## config.mk

```make
export PLATFORM = sky130hd
export DESIGN_NAME = filtered_overwriting_log_ring
export DESIGN_NICKNAME = d
export VERILOG_FILES = /design/src/sv/folr_pkg.sv /design/src/sv/folr_ram.sv /design/src/sv/folr_ctrl.sv /design/src/sv/folr_dpath.sv /design/src/sv/filtered_overwriting_log_ring.sv
export SDC_FILE = /design/constraint.sdc
export NUM_CORES = 2
export LEC_CHECK = 0
export ABC_AREA = 1
export BUFFER_PORTS_ARGS = -buffer_cell sky130_fd_sc_hd__buf_4
export CAP_MARGIN = 20
export CORE_UTILIZATION = 41
export DETAILED_ROUTE_END_ITERATION = 10
export SLEW_MARGIN = 20
export SYNTH_ARGS = -nofsm -noshare
export SYNTH_HDL_FRONTEND = slang
export SYNTH_SLANG_ARGS = --single-unit
export TNS_END_PERCENT = 100
```

## constraint.sdc

```tcl
create_clock -name aclk -period 5.75 [get_ports aclk]
set_clock_uncertainty 0.2 [all_clocks]
set_input_delay 0.575 -clock aclk [delete_from_list [all_inputs] [get_ports aclk]]
set_output_delay 0.575 -clock aclk [all_outputs]
set_load 0.005 [all_outputs]
```

## src/sv/folr_pkg.sv

```systemverilog
// Shared constants, codes and controller/datapath interface types for the log ring.
`timescale 1ns / 1ps
`default_nettype none

package folr_pkg;

    // Default geometry
    localparam int FOLR_CAPACITY = 8;
    localparam int FOLR_MSG_MAX  = 32;

    // Field widths
    localparam int LEVEL_W = 3;
    localparam int TIME_W  = 32;
    localparam int CHAR_W  = 8;
    localparam int LIMIT_W = 6;

    // Stream payload widths, padded to whole bytes
    localparam int S_FIELDS_W = LEVEL_W + TIME_W + CHAR_W + LIMIT_W;
    localparam int S_TDATA_W  = ((S_FIELDS_W + 7) / 8) * 8;
    localparam int M_FIELDS_W = LEVEL_W + TIME_W + CHAR_W;
    localparam int M_TDATA_W  = ((M_FIELDS_W + 7) / 8) * 8;

    // Configuration port
    localparam int APB_ADDR_W = 3;
    localparam int APB_DATA_W = 32;
    localparam logic REG_SEV_THRESHOLD = 1'b0;  // word index of the threshold register
    localparam logic [LEVEL_W-1:0] SEV_THRESHOLD_RESET = 3'd3;

    // Request kinds carried on s_tuser
    localparam logic FUNC_WRITE = 1'b0;
    localparam logic FUNC_READ  = 1'b1;

    // Terminating character of a message
    localparam logic [CHAR_W-1:0] NUL_CHAR = 8'h00;

    // Controller to datapath commands
    typedef struct packed {
        logic wr_item;  // accept one write character
        logic rd_item;  // accept a read request, fetch record header
        logic rd_meta;  // header available, set up the read
        logic emit;     // stream characters into the output register
    } cmd_t;

    // Datapath to controller status
    typedef struct packed {
        logic emit_done;  // final result of the read loaded into the output register
    } status_t;

endpackage

`default_nettype wire

```

## src/sv/folr_ram.sv

```systemverilog
// Generic simple dual-port RAM with registered, enabled read.
`timescale 1ns / 1ps
`default_nettype none

module folr_ram #(
    parameter int WIDTH = 8,
    parameter int DEPTH = 16
) (
    input  wire logic                     aclk,
    input  wire logic                     we,
    input  wire logic [$clog2(DEPTH)-1:0] waddr,
    input  wire logic [WIDTH-1:0]         wdata,
    input  wire logic                     re,
    input  wire logic [$clog2(DEPTH)-1:0] raddr,
    output      logic [WIDTH-1:0]         rdata
);

    logic [WIDTH-1:0] mem_reg [DEPTH];
    logic [WIDTH-1:0] rdata_reg;

    // Write port
    always_ff @(posedge aclk) begin
        if (we) begin
            mem_reg[waddr] <= wdata;
        end
    end

    // Read port; data holds while re is low
    always_ff @(posedge aclk) begin
        if (re) begin
            rdata_reg <= mem_reg[raddr];
        end
    end

    assign rdata = rdata_reg;

endmodule

`default_nettype wire

```

## src/sv/folr_ctrl.sv

```systemverilog
// Controller state machine: sequences write characters and read requests.
`timescale 1ns / 1ps
`default_nettype none

module folr_ctrl
    import folr_pkg::*;
(
    input  wire logic    aclk,
    input  wire logic    aresetn,
    input  wire logic    s_tvalid,
    input  wire logic    s_func,
    input  wire status_t status,
    output      cmd_t    cmd,
    output      logic    s_tready
);

    typedef enum logic [1:0] {
        ST_IDLE,
        ST_META,
        ST_EMIT
    } state_t;

    state_t state_reg, state_next;
    logic   tready_reg, tready_next;
    logic   accept;

    assign accept = s_tvalid && tready_reg;

    // Next state
    always_comb begin
        state_next = state_reg;
        unique case (state_reg)
            ST_IDLE: begin
                if (accept && s_func == FUNC_READ) begin
                    state_next = ST_META;
                end
            end
            ST_META: begin
                state_next = ST_EMIT;
            end
            ST_EMIT: begin
                if (status.emit_done) begin
                    state_next = ST_IDLE;
                end
            end
            default: begin
                state_next = ST_IDLE;
            end
        endcase
        tready_next = (state_next == ST_IDLE);
    end

    // Decode commands
    always_comb begin
        cmd.wr_item = (state_reg == ST_IDLE) && accept && (s_func == FUNC_WRITE);
        cmd.rd_item = (state_reg == ST_IDLE) && accept && (s_func == FUNC_READ);
        cmd.rd_meta = (state_reg == ST_META);
        cmd.emit    = (state_reg == ST_EMIT);
    end

    // State and registered ready
    always_ff @(posedge aclk) begin
        if (!aresetn) begin
            state_reg  <= ST_IDLE;
            tready_reg <= 1'b1;
        end else begin
            state_reg  <= state_next;
            tready_reg <= tready_next;
        end
    end

    assign s_tready = tready_reg;

endmodule

`default_nettype wire

```

## src/sv/folr_dpath.sv

```systemverilog
// Datapath: ring pointers, run tracking, record memories and the output register.
`timescale 1ns / 1ps
`default_nettype none

module folr_dpath
    import folr_pkg::*;
#(
    parameter int CAPACITY = FOLR_CAPACITY,
    parameter int MSG_MAX  = FOLR_MSG_MAX
) (
    input  wire logic               aclk,
    input  wire logic               aresetn,
    input  wire cmd_t               cmd,
    output      status_t            status,
    input  wire logic [LEVEL_W-1:0] severity_threshold,
    input  wire logic [LEVEL_W-1:0] level,
    input  wire logic [TIME_W-1:0]  timestamp,
    input  wire logic [CHAR_W-1:0]  msg_char,
    input  wire logic               msg_end,
    input  wire logic [LIMIT_W-1:0] read_limit,
    input  wire logic               m_tready,
    output      logic               m_tvalid,
    output      logic               found,
    output      logic [LEVEL_W-1:0] rec_level,
    output      logic [TIME_W-1:0]  rec_time,
    output      logic [CHAR_W-1:0]  out_char,
    output      logic               last
);

    localparam int PW        = $clog2(CAPACITY);
    localparam int LW        = $clog2(MSG_MAX);
    localparam int CW        = (LW > LIMIT_W) ? LW : LIMIT_W;
    localparam int MW        = LW + TIME_W + LEVEL_W;
    localparam int TXT_DEPTH = CAPACITY * (2 ** LW);
    localparam int TAW       = PW + LW;
    localparam logic [PW-1:0] LAST_SLOT = PW'(CAPACITY - 1);
    localparam logic [LW-1:0] MAX_COUNT = LW'(MSG_MAX - 1);

    function automatic logic [PW-1:0] next_slot(input logic [PW-1:0] p);
        return (p == LAST_SLOT) ? '0 : p + PW'(1);
    endfunction

    // Ring and run state
    logic [PW-1:0]      wptr_reg, rptr_reg;
    logic               run_active_reg, run_acc_reg, run_closed_reg;
    logic [LW-1:0]      run_count_reg;
    logic [LEVEL_W-1:0] run_level_reg;
    logic [TIME_W-1:0]  run_time_reg;

    // Read setup and streaming state
    logic [LIMIT_W-1:0] limit_reg;
    logic [PW-1:0]      rslot_reg;
    logic               found_reg, mask_reg;
    logic [LEVEL_W-1:0] hdr_level_reg;
    logic [TIME_W-1:0]  hdr_time_reg;
    logic [LW-1:0]      cnt_reg, rd_idx_reg, ld_idx_reg;
    logic               pend_reg;

    // Output register
    logic               m_valid_reg, m_found_reg, m_last_reg;
    logic [LEVEL_W-1:0] m_level_reg;
    logic [TIME_W-1:0]  m_time_reg;
    logic [CHAR_W-1:0]  m_char_reg;

    // Memory ports
    logic               meta_we;
    logic [MW-1:0]      meta_wdata, meta_rdata;
    logic               txt_we, txt_re;
    logic [TAW-1:0]     txt_waddr, txt_raddr;
    logic [CHAR_W-1:0]  txt_rdata;

    // Write-side decode
    logic               first, acc, closed, store, closed_n, evict;
    logic [LW-1:0]      count, count_n;
    logic [LEVEL_W-1:0] lvl_w;
    logic [TIME_W-1:0]  time_w;

    always_comb begin
        first    = !run_active_reg;
        acc      = first ? (level <= severity_threshold) : run_acc_reg;
        closed   = first ? 1'b0 : run_closed_reg;
        count    = first ? '0 : run_count_reg;
        lvl_w    = first ? level : run_level_reg;
        time_w   = first ? timestamp : run_time_reg;
        store    = acc && !closed && (msg_char != NUL_CHAR) && (count < MAX_COUNT);
        closed_n = closed || (acc && msg_char == NUL_CHAR);
        count_n  = store ? count + LW'(1) : count;
        evict    = cmd.wr_item && first && acc && (next_slot(wptr_reg) == rptr_reg);
    end

    assign txt_we     = cmd.wr_item && store;
    assign txt_waddr  = {wptr_reg, count};
    assign meta_we    = cmd.wr_item && msg_end && acc;
    assign meta_wdata = {count_n, time_w, lvl_w};

    // Read setup: clamp the character count to the reader's buffer
    logic               empty;
    logic [LW-1:0]      meta_len;
    logic [LIMIT_W-1:0] lim_m1;
    logic [CW-1:0]      lim_ext, len_ext;
    logic [LW-1:0]      n_chars;

    always_comb begin
        empty    = (rptr_reg == wptr_reg);
        meta_len = meta_rdata[MW-1 -: LW];
        lim_m1   = (limit_reg == '0) ? '0 : limit_reg - LIMIT_W'(1);
        lim_ext  = CW'(lim_m1);
        len_ext  = CW'(meta_len);
        n_chars  = (lim_ext < len_ext) ? LW'(lim_ext) : meta_len;
    end

    // Streaming: issue text reads and load results
    logic load, issue, last_ld;

    always_comb begin
        load    = cmd.emit && pend_reg && (!m_valid_reg || m_tready);
        issue   = cmd.emit && (rd_idx_reg < cnt_reg) && (!pend_reg || load);
        last_ld = (ld_idx_reg == cnt_reg - LW'(1));
    end

    assign txt_re           = issue;
    assign txt_raddr        = {rslot_reg, rd_idx_reg};
    assign status.emit_done = load && last_ld;

    // Control registers
    always_ff @(posedge aclk) begin
        if (!aresetn) begin
            wptr_reg       <= '0;
            rptr_reg       <= '0;
            run_active_reg <= 1'b0;
            run_acc_reg    <= 1'b0;
            run_closed_reg <= 1'b0;
            run_count_reg  <= '0;
            pend_reg       <= 1'b0;
            m_valid_reg    <= 1'b0;
        end else begin
            // Advance the run; close and commit on msg_end
            if (cmd.wr_item) begin
                if (msg_end) begin
                    run_active_reg <= 1'b0;
                    run_acc_reg    <= 1'b0;
                    run_closed_reg <= 1'b0;
                    run_count_reg  <= '0;
                    if (acc) begin
                        wptr_reg <= next_slot(wptr_reg);
                    end
                end else begin
                    run_active_reg <= 1'b1;
                    run_acc_reg    <= acc;
                    run_closed_reg <= closed_n;
                    run_count_reg  <= count_n;
                end
            end
            // Drop the oldest record on overflow, free the slot on read
            if (evict || (cmd.rd_meta && !empty)) begin
                rptr_reg <= next_slot(rptr_reg);
            end
            // Track the text read in flight
            if (issue) begin
                pend_reg <= 1'b1;
            end else if (load) begin
                pend_reg <= 1'b0;
            end
            // Hold the result until taken
            if (load) begin
                m_valid_reg <= 1'b1;
            end else if (m_tready) begin
                m_valid_reg <= 1'b0;
            end
        end
    end

    // Payload registers
    always_ff @(posedge aclk) begin
        if (cmd.wr_item && first) begin
            run_level_reg <= level;
            run_time_reg  <= timestamp;
        end
        if (cmd.rd_item) begin
            limit_reg <= read_limit;
        end
        if (cmd.rd_meta) begin
            rslot_reg     <= rptr_reg;
            found_reg     <= !empty;
            mask_reg      <= empty || (n_chars == '0);
            cnt_reg       <= (empty || n_chars == '0) ? LW'(1) : n_chars;
            hdr_level_reg <= empty ? '0 : meta_rdata[LEVEL_W-1:0];
            hdr_time_reg  <= empty ? '0 : meta_rdata[LEVEL_W +: TIME_W];
            rd_idx_reg    <= '0;
            ld_idx_reg    <= '0;
        end else begin
            if (issue) begin
                rd_idx_reg <= rd_idx_reg + LW'(1);
            end
            if (load) begin
                ld_idx_reg <= ld_idx_reg + LW'(1);
            end
        end
        if (load) begin
            m_found_reg <= found_reg;
            m_level_reg <= hdr_level_reg;
            m_time_reg  <= hdr_time_reg;
            m_char_reg  <= mask_reg ? NUL_CHAR : txt_rdata;
            m_last_reg  <= last_ld;
        end
    end

    // Record header store: level, time and length per slot
    folr_ram #(
        .WIDTH (MW),
        .DEPTH (CAPACITY)
    ) u_meta_ram (
        .aclk  (aclk),
        .we    (meta_we),
        .waddr (wptr_reg),
        .wdata (meta_wdata),
        .re    (cmd.rd_item),
        .raddr (rptr_reg),
        .rdata (meta_rdata)
    );

    // Message text store: MSG_MAX rounded up to a power of two characters per slot
    folr_ram #(
        .WIDTH (CHAR_W),
        .DEPTH (TXT_DEPTH)
    ) u_text_ram (
        .aclk  (aclk),
        .we    (txt_we),
        .waddr (txt_waddr),
        .wdata (msg_char),
        .re    (txt_re),
        .raddr (txt_raddr),
        .rdata (txt_rdata)
    );

    assign m_tvalid  = m_valid_reg;
    assign found     = m_found_reg;
    assign rec_level = m_level_reg;
    assign rec_time  = m_time_reg;
    assign out_char  = m_char_reg;
    assign last      = m_last_reg;

endmodule

`default_nettype wire

```

## src/sv/filtered_overwriting_log_ring.sv

```systemverilog
// Top level of the filtered, overwriting log record ring.
//
// Input stream (s_*): s_tuser=0 is a write request carrying one message character;
// s_tlast closes the run and commits the record. Level and timestamp come from the
// run's first request; a run above severity_threshold is dropped, and when the ring
// is full the run's first request evicts the oldest record. s_tuser=1 is a read
// request for the oldest record.
// Write requests may arrive back to back.
// A read request holds s_tready low until its final result is loaded. It yields
// N results (1 to MSG_MAX-1): the record header is read, the text memory is
// started, then one result per cycle comes from its read port while m_tready is high.
// m_tlast marks the final result of a read; m_tuser=0 says the ring was empty.
// A stalled receiver holds the output register and pauses the text stream; write
// requests are still taken while a finished result waits.
// Reset (aresetn low, synchronous) empties the ring and sets the threshold to 3;
// the memories are not cleared and need no clearing pass.
// severity_threshold sits at APB byte address 0; write it only while idle.
`timescale 1ns / 1ps
`default_nettype none

module filtered_overwriting_log_ring
    import folr_pkg::*;
#(
    parameter int CAPACITY = FOLR_CAPACITY,
    parameter int MSG_MAX  = FOLR_MSG_MAX
) (
    input  wire logic                  aclk,
    input  wire logic                  aresetn,
    // Input stream
    input  wire logic                  s_tvalid,
    output      logic                  s_tready,
    input  wire logic [S_TDATA_W-1:0]  s_tdata,   // level, timestamp, msg_char, read_limit
    input  wire logic                  s_tlast,   // msg_end
    input  wire logic                  s_tuser,   // func
    // Result stream
    output      logic                  m_tvalid,
    input  wire logic                  m_tready,
    output      logic [M_TDATA_W-1:0]  m_tdata,   // rec_level, rec_time, out_char
    output      logic                  m_tlast,   // last
    output      logic                  m_tuser,   // found
    // Configuration
    input  wire logic                  psel,
    input  wire logic                  penable,
    input  wire logic                  pwrite,
    input  wire logic [APB_ADDR_W-1:0] paddr,
    input  wire logic [APB_DATA_W-1:0] pwdata,
    output      logic [APB_DATA_W-1:0] prdata,
    output      logic                  pready
);

    cmd_t               cmd;
    status_t            status;
    logic [LEVEL_W-1:0] thr_reg;
    logic               cfg_wr;
    logic [LEVEL_W-1:0] in_level;
    logic [TIME_W-1:0]  in_time;
    logic [CHAR_W-1:0]  in_char;
    logic [LIMIT_W-1:0] in_limit;
    logic [LEVEL_W-1:0] res_level;
    logic [TIME_W-1:0]  out_time;
    logic [CHAR_W-1:0]  out_char;

    // Unpack the request
    assign in_level = s_tdata[0 +: LEVEL_W];
    assign in_time  = s_tdata[LEVEL_W +: TIME_W];
    assign in_char  = s_tdata[LEVEL_W + TIME_W +: CHAR_W];
    assign in_limit = s_tdata[LEVEL_W + TIME_W + CHAR_W +: LIMIT_W];

    // Threshold register
    assign pready = 1'b1;
    assign cfg_wr = psel && penable && pwrite && pready && (paddr[2] == REG_SEV_THRESHOLD);

    always_ff @(posedge aclk) begin
        if (!aresetn) begin
            thr_reg <= SEV_THRESHOLD_RESET;
        end else if (cfg_wr) begin
            thr_reg <= pwdata[LEVEL_W-1:0];
        end
    end

    assign prdata = (paddr[2] == REG_SEV_THRESHOLD) ?
                    {{(APB_DATA_W - LEVEL_W){1'b0}}, thr_reg} : '0;

    folr_ctrl u_ctrl (
        .aclk     (aclk),
        .aresetn  (aresetn),
        .s_tvalid (s_tvalid),
        .s_func   (s_tuser),
        .status   (status),
        .cmd      (cmd),
        .s_tready (s_tready)
    );

    folr_dpath #(
        .CAPACITY (CAPACITY),
        .MSG_MAX  (MSG_MAX)
    ) u_dpath (
        .aclk               (aclk),
        .aresetn            (aresetn),
        .cmd                (cmd),
        .status             (status),
        .severity_threshold (thr_reg),
        .level              (in_level),
        .timestamp          (in_time),
        .msg_char           (in_char),
        .msg_end            (s_tlast),
        .read_limit         (in_limit),
        .m_tready           (m_tready),
        .m_tvalid           (m_tvalid),
        .found              (m_tuser),
        .rec_level          (res_level),
        .rec_time           (out_time),
        .out_char           (out_char),
        .last               (m_tlast)
    );

    // Pack the result
    assign m_tdata = {{(M_TDATA_W - M_FIELDS_W){1'b0}}, out_char, out_time, res_level};

endmodule

`default_nettype wire

```

==> results.ini <==
[status]
outcome=completed

[clock_network]
hold_buffers=64
cts_resized=0
clk_transition_reported_paths_ns=0.06
clock_tree.htree_level_count=5
worst_skew_pair.late_latency_ns=0.96
deepest_clock_path_buffer_count=4
cts_post_setup_buffers_inserted=0
cts.sink_count=2579
tritoncts=yes
clock_buffer_count_from_cts=283
clock-root-buffer=sky130_fd_sc_hd__clkbuf_16

[floorplanning]
top_level_ports=185
design.die.area_mm2=0.253
initial_core_util=0.413
fp.dieW_um=503
core_mm2=0.249
row_count=183
die_y_um=503

[timing]
layout_worst_path_cycle_share=0.715
rsz0062_at_grt=false
final_critical_period_ns=4.11
hold_violations=0
finalHoldWorstSlack_ns=0.162
report.final.setup_viol=0
tightest_slew_ns=1.20
fmax_ghz=0.243
final_max_slew_viol_count=0
slew_headroom=0.201

[drt]
final_antenna_net_count=0
wirelength_um=276000
drtPass1Iterations=8
drt_drc_violations_left=0
drt_iter0_drc=7449
routed_wire_length_per_instance_um=23.3
dr_total_vias=65419
vias_per_cell=5.51

[logic_synthesis]
synth.mux.area_fraction=0
synth_seq_area_share=0.749
yosys-top-cells-area=sky130_fd_sc_hd__edfxtp_1 74%, sky130_fd_sc_hd__nor2_1 7.1%, sky130_fd_sc_hd__o21ai_0 5.8%, sky130_fd_sc_hd__nand2_1 2.4%, sky130_fd_sc_hd__nand3_1 2.1%
post_synth_and_or_nand_nor_area_fraction=0.121
ys_types=40
syn_avg_cell_area_um2=12.5
cell_accounting_for_the_most_synthesized_area=sky130_fd_sc_hd__edfxtp_1
post_synth_instance_area_mm2=0.103
fraction_of_the_mapped_netlist_area_in_compound_gates=0.0965
synth_xor_xnor_area_share=0.00128
netlist.area_leader.share=0.743
combinational_family_with_the_most_area_after_synthesis=simple AND/OR/NAND/NOR gates
post_synth_fa_ha_maj_area_fraction=0.00292
ys_ff_latch=2579
post_synth_inst_count=8249
ys.warnings.count=0

[worst_setup_path]
crit_path_start_kind=flop
worstSetupEndpointType=flop
cp_max_fo=16
worst_path_max_delay_cell=sky130_fd_sc_hd__nor2_4
cp_data_arrival_time_ns=4.43
worst_ep_required_time_ns=6.07
r2r-end=u_dpath.u_text_ram.mem_reg[223][5]
number_of_cells_on_the_worst_reg_to_reg_path=14
max_stage_delay_ns=0.60
worstSetupPathDepth=14
critPathTopFamily=simple AND/OR/NAND/NOR gates
cp_cell_sequence=inv_1 -> ha_1 -> a21oi_1 -> o21ai_0 -> nand3_1 -> o21ai_0 -> inv_1 -> nand2_2 -> nor2_4 -> inv_2 -> nor2_4 -> nand2_1 -> buf_4 -> nor2_1
setup.worst_path.class=flop to flop
critPathBufInv=4
rr_startpoint=thr_reg[2]
rrSetupSlack_ns=1.64

[place]
hpwl_after_detailed_placement_um=154000
portBuffers=111
gp_congestion=0.875

[global_route]
grt_antenna_before_repair=11
grt_pass1_wl_um=406000
grt_pass1_vias=63920
globalRoute.totalOverflow=0
grt_start_max_net_pins=198
gr-usage-all-layers=0.216

[min_path]
timing.hold.worst.start=s_tvalid
worst_hold_path.num_cells=6
min_path_type=input pin to flop
min_delay_worst_endpoint=u_dpath.run_closed_reg

[power]
power_density_mw_per_mm2=406
reported_leakage_power_uw=0.0386
total_power_uw=47400
irDropWorstVdd_v=0.000340

[final_layout]
area_growth_pct=13.3
layout_common_cells=2,547 x sky130_fd_sc_hd__edfxtp_1, 1,950 x sky130_fd_sc_hd__nor2_1, 1,183 x sky130_fd_sc_hd__o21ai_0
largest_register_ff_count=2048
layout.nets=8454
mostFrequentLayoutCell=sky130_fd_sc_hd__edfxtp_1
post_route_cells_drive_above_1_share=0.0864
n_fill_cell=21933

[flow_run]
drv_cap=0

final cells by class:
class,count,area (µm²),share of cell area
well taps,3330,4170,0.0357
clock inverters,157,1270,0.0109
diodes,4,10.0,0.0000858
flip-flops and latches,2579,77100,0.661
repair buffers,342,3060,0.0262
multi-input cells,4984,23000,0.197
clock buffers,328,7410,0.0635
inverters,140,552,0.00473
worst max-delay path by stage:
| stage | to | startpoint | slack, ns |
|---|---|---|---|
| floorplan | u_dpath.u_meta_ram.mem_reg[2][0] | s_tdata[2] | -0.40 |
| global placement | u_dpath.u_text_ram.mem_reg[223][5] | s_tdata[2] | 1.37 |
| detailed placement | u_dpath.u_text_ram.mem_reg[85][1] | s_tdata[2] | 1.41 |
| CTS | u_dpath.u_text_ram.mem_reg[223][5] | thr_reg[2] | 1.71 |
| global route | u_dpath.u_text_ram.mem_reg[241][4] | u_dpath.wptr_reg[0] | 1.34 |
| finish | u_dpath.u_text_ram.mem_reg[223][5] | thr_reg[2] | 1.64 |
per-layer routing:
layer	up-vias	wire, µm	track usage	share of wire
met5	-	9	0	0.000033
met4	2	8400	0.0734	0.030
met3	460	25800	0.0545	0.094
met2	2860	128000	0.340	0.46
met1	32266	114000	0.289	0.41
li1	29831	-	-	-
cells by family after synthesis:
| group | count (synthesis) |
|---|---|
| xor gates and xnor gates | 15 |
| buffers and inverters | 719 |
| other | 2 |
| DFF | 2579 |
| AOI/OAI and AO/OA | 1802 |
| and+or+nand+nor | 3108 |
| adders and majority gates | 24 |
cells in the mapped netlist (all sizes together):
master and instances:
dfxtp 32, edfxtp 2547, o21bai 1, o2111ai 1
o22ai 151, xnor2 6, inv 138, nand4 4
nand3 433, and2 1, or2 18, clkbuf 341
a21o 1, conb 2, xor2 9, and3 3
a211oi 2, a21oi 158, clkinv 2, o211ai 261
a31oi 43, o21a 1, nor2 1957, o21ai 1183
nor4 4, buf 238, nor3 21, ha 24
nand2 667
per-stage QoR:
stage | area, µm² | TNS [ns] | setup slack (ns) | utilization | cells
floorplan | 103000 | -64.06 | -0.400 | - | 8282
global placement | 107000 | 0 | 1.37 | 0.431 | 11310
detailed placement | 107000 | 0 | 1.41 | 0.431 | 11311
CTS | 117000 | 0 | 1.71 | 0.468 | 11860
global route | 117000 | 0 | 1.34 | 0.468 | 11861
finish | 117000 | 0 | 1.64 | 0.468 | 11864
power by group:
group | total, µW | leakage, µW | switching, µW | internal, µW
sequential | 21000 | 0.0232 | 172 | 20800
clock | 17200 | 0.00426 | 7160 | 10000
combinational | 9200 | 0.0111 | 6660 | 2540
total | 47400 | 0.0386 | 14000 | 33400
worst reg2reg max path, cell delays in order (launching register included):
cell and delay (ns):
sky130_fd_sc_hd__dfxtp_1 0.34, sky130_fd_sc_hd__inv_1 0.07, sky130_fd_sc_hd__ha_1 0.31, sky130_fd_sc_hd__a21oi_1 0.14, sky130_fd_sc_hd__o21ai_0 0.12, sky130_fd_sc_hd__nand3_1 0.17, sky130_fd_sc_hd__o21ai_0 0.15, sky130_fd_sc_hd__inv_1 0.15
sky130_fd_sc_hd__nand2_2 0.16, sky130_fd_sc_hd__nor2_4 0.18, sky130_fd_sc_hd__inv_2 0.14, sky130_fd_sc_hd__nor2_4 0.60, sky130_fd_sc_hd__nand2_1 0.12, sky130_fd_sc_hd__buf_4 0.25, sky130_fd_sc_hd__nor2_1 0.61
(Power assumes the default switching activity.)
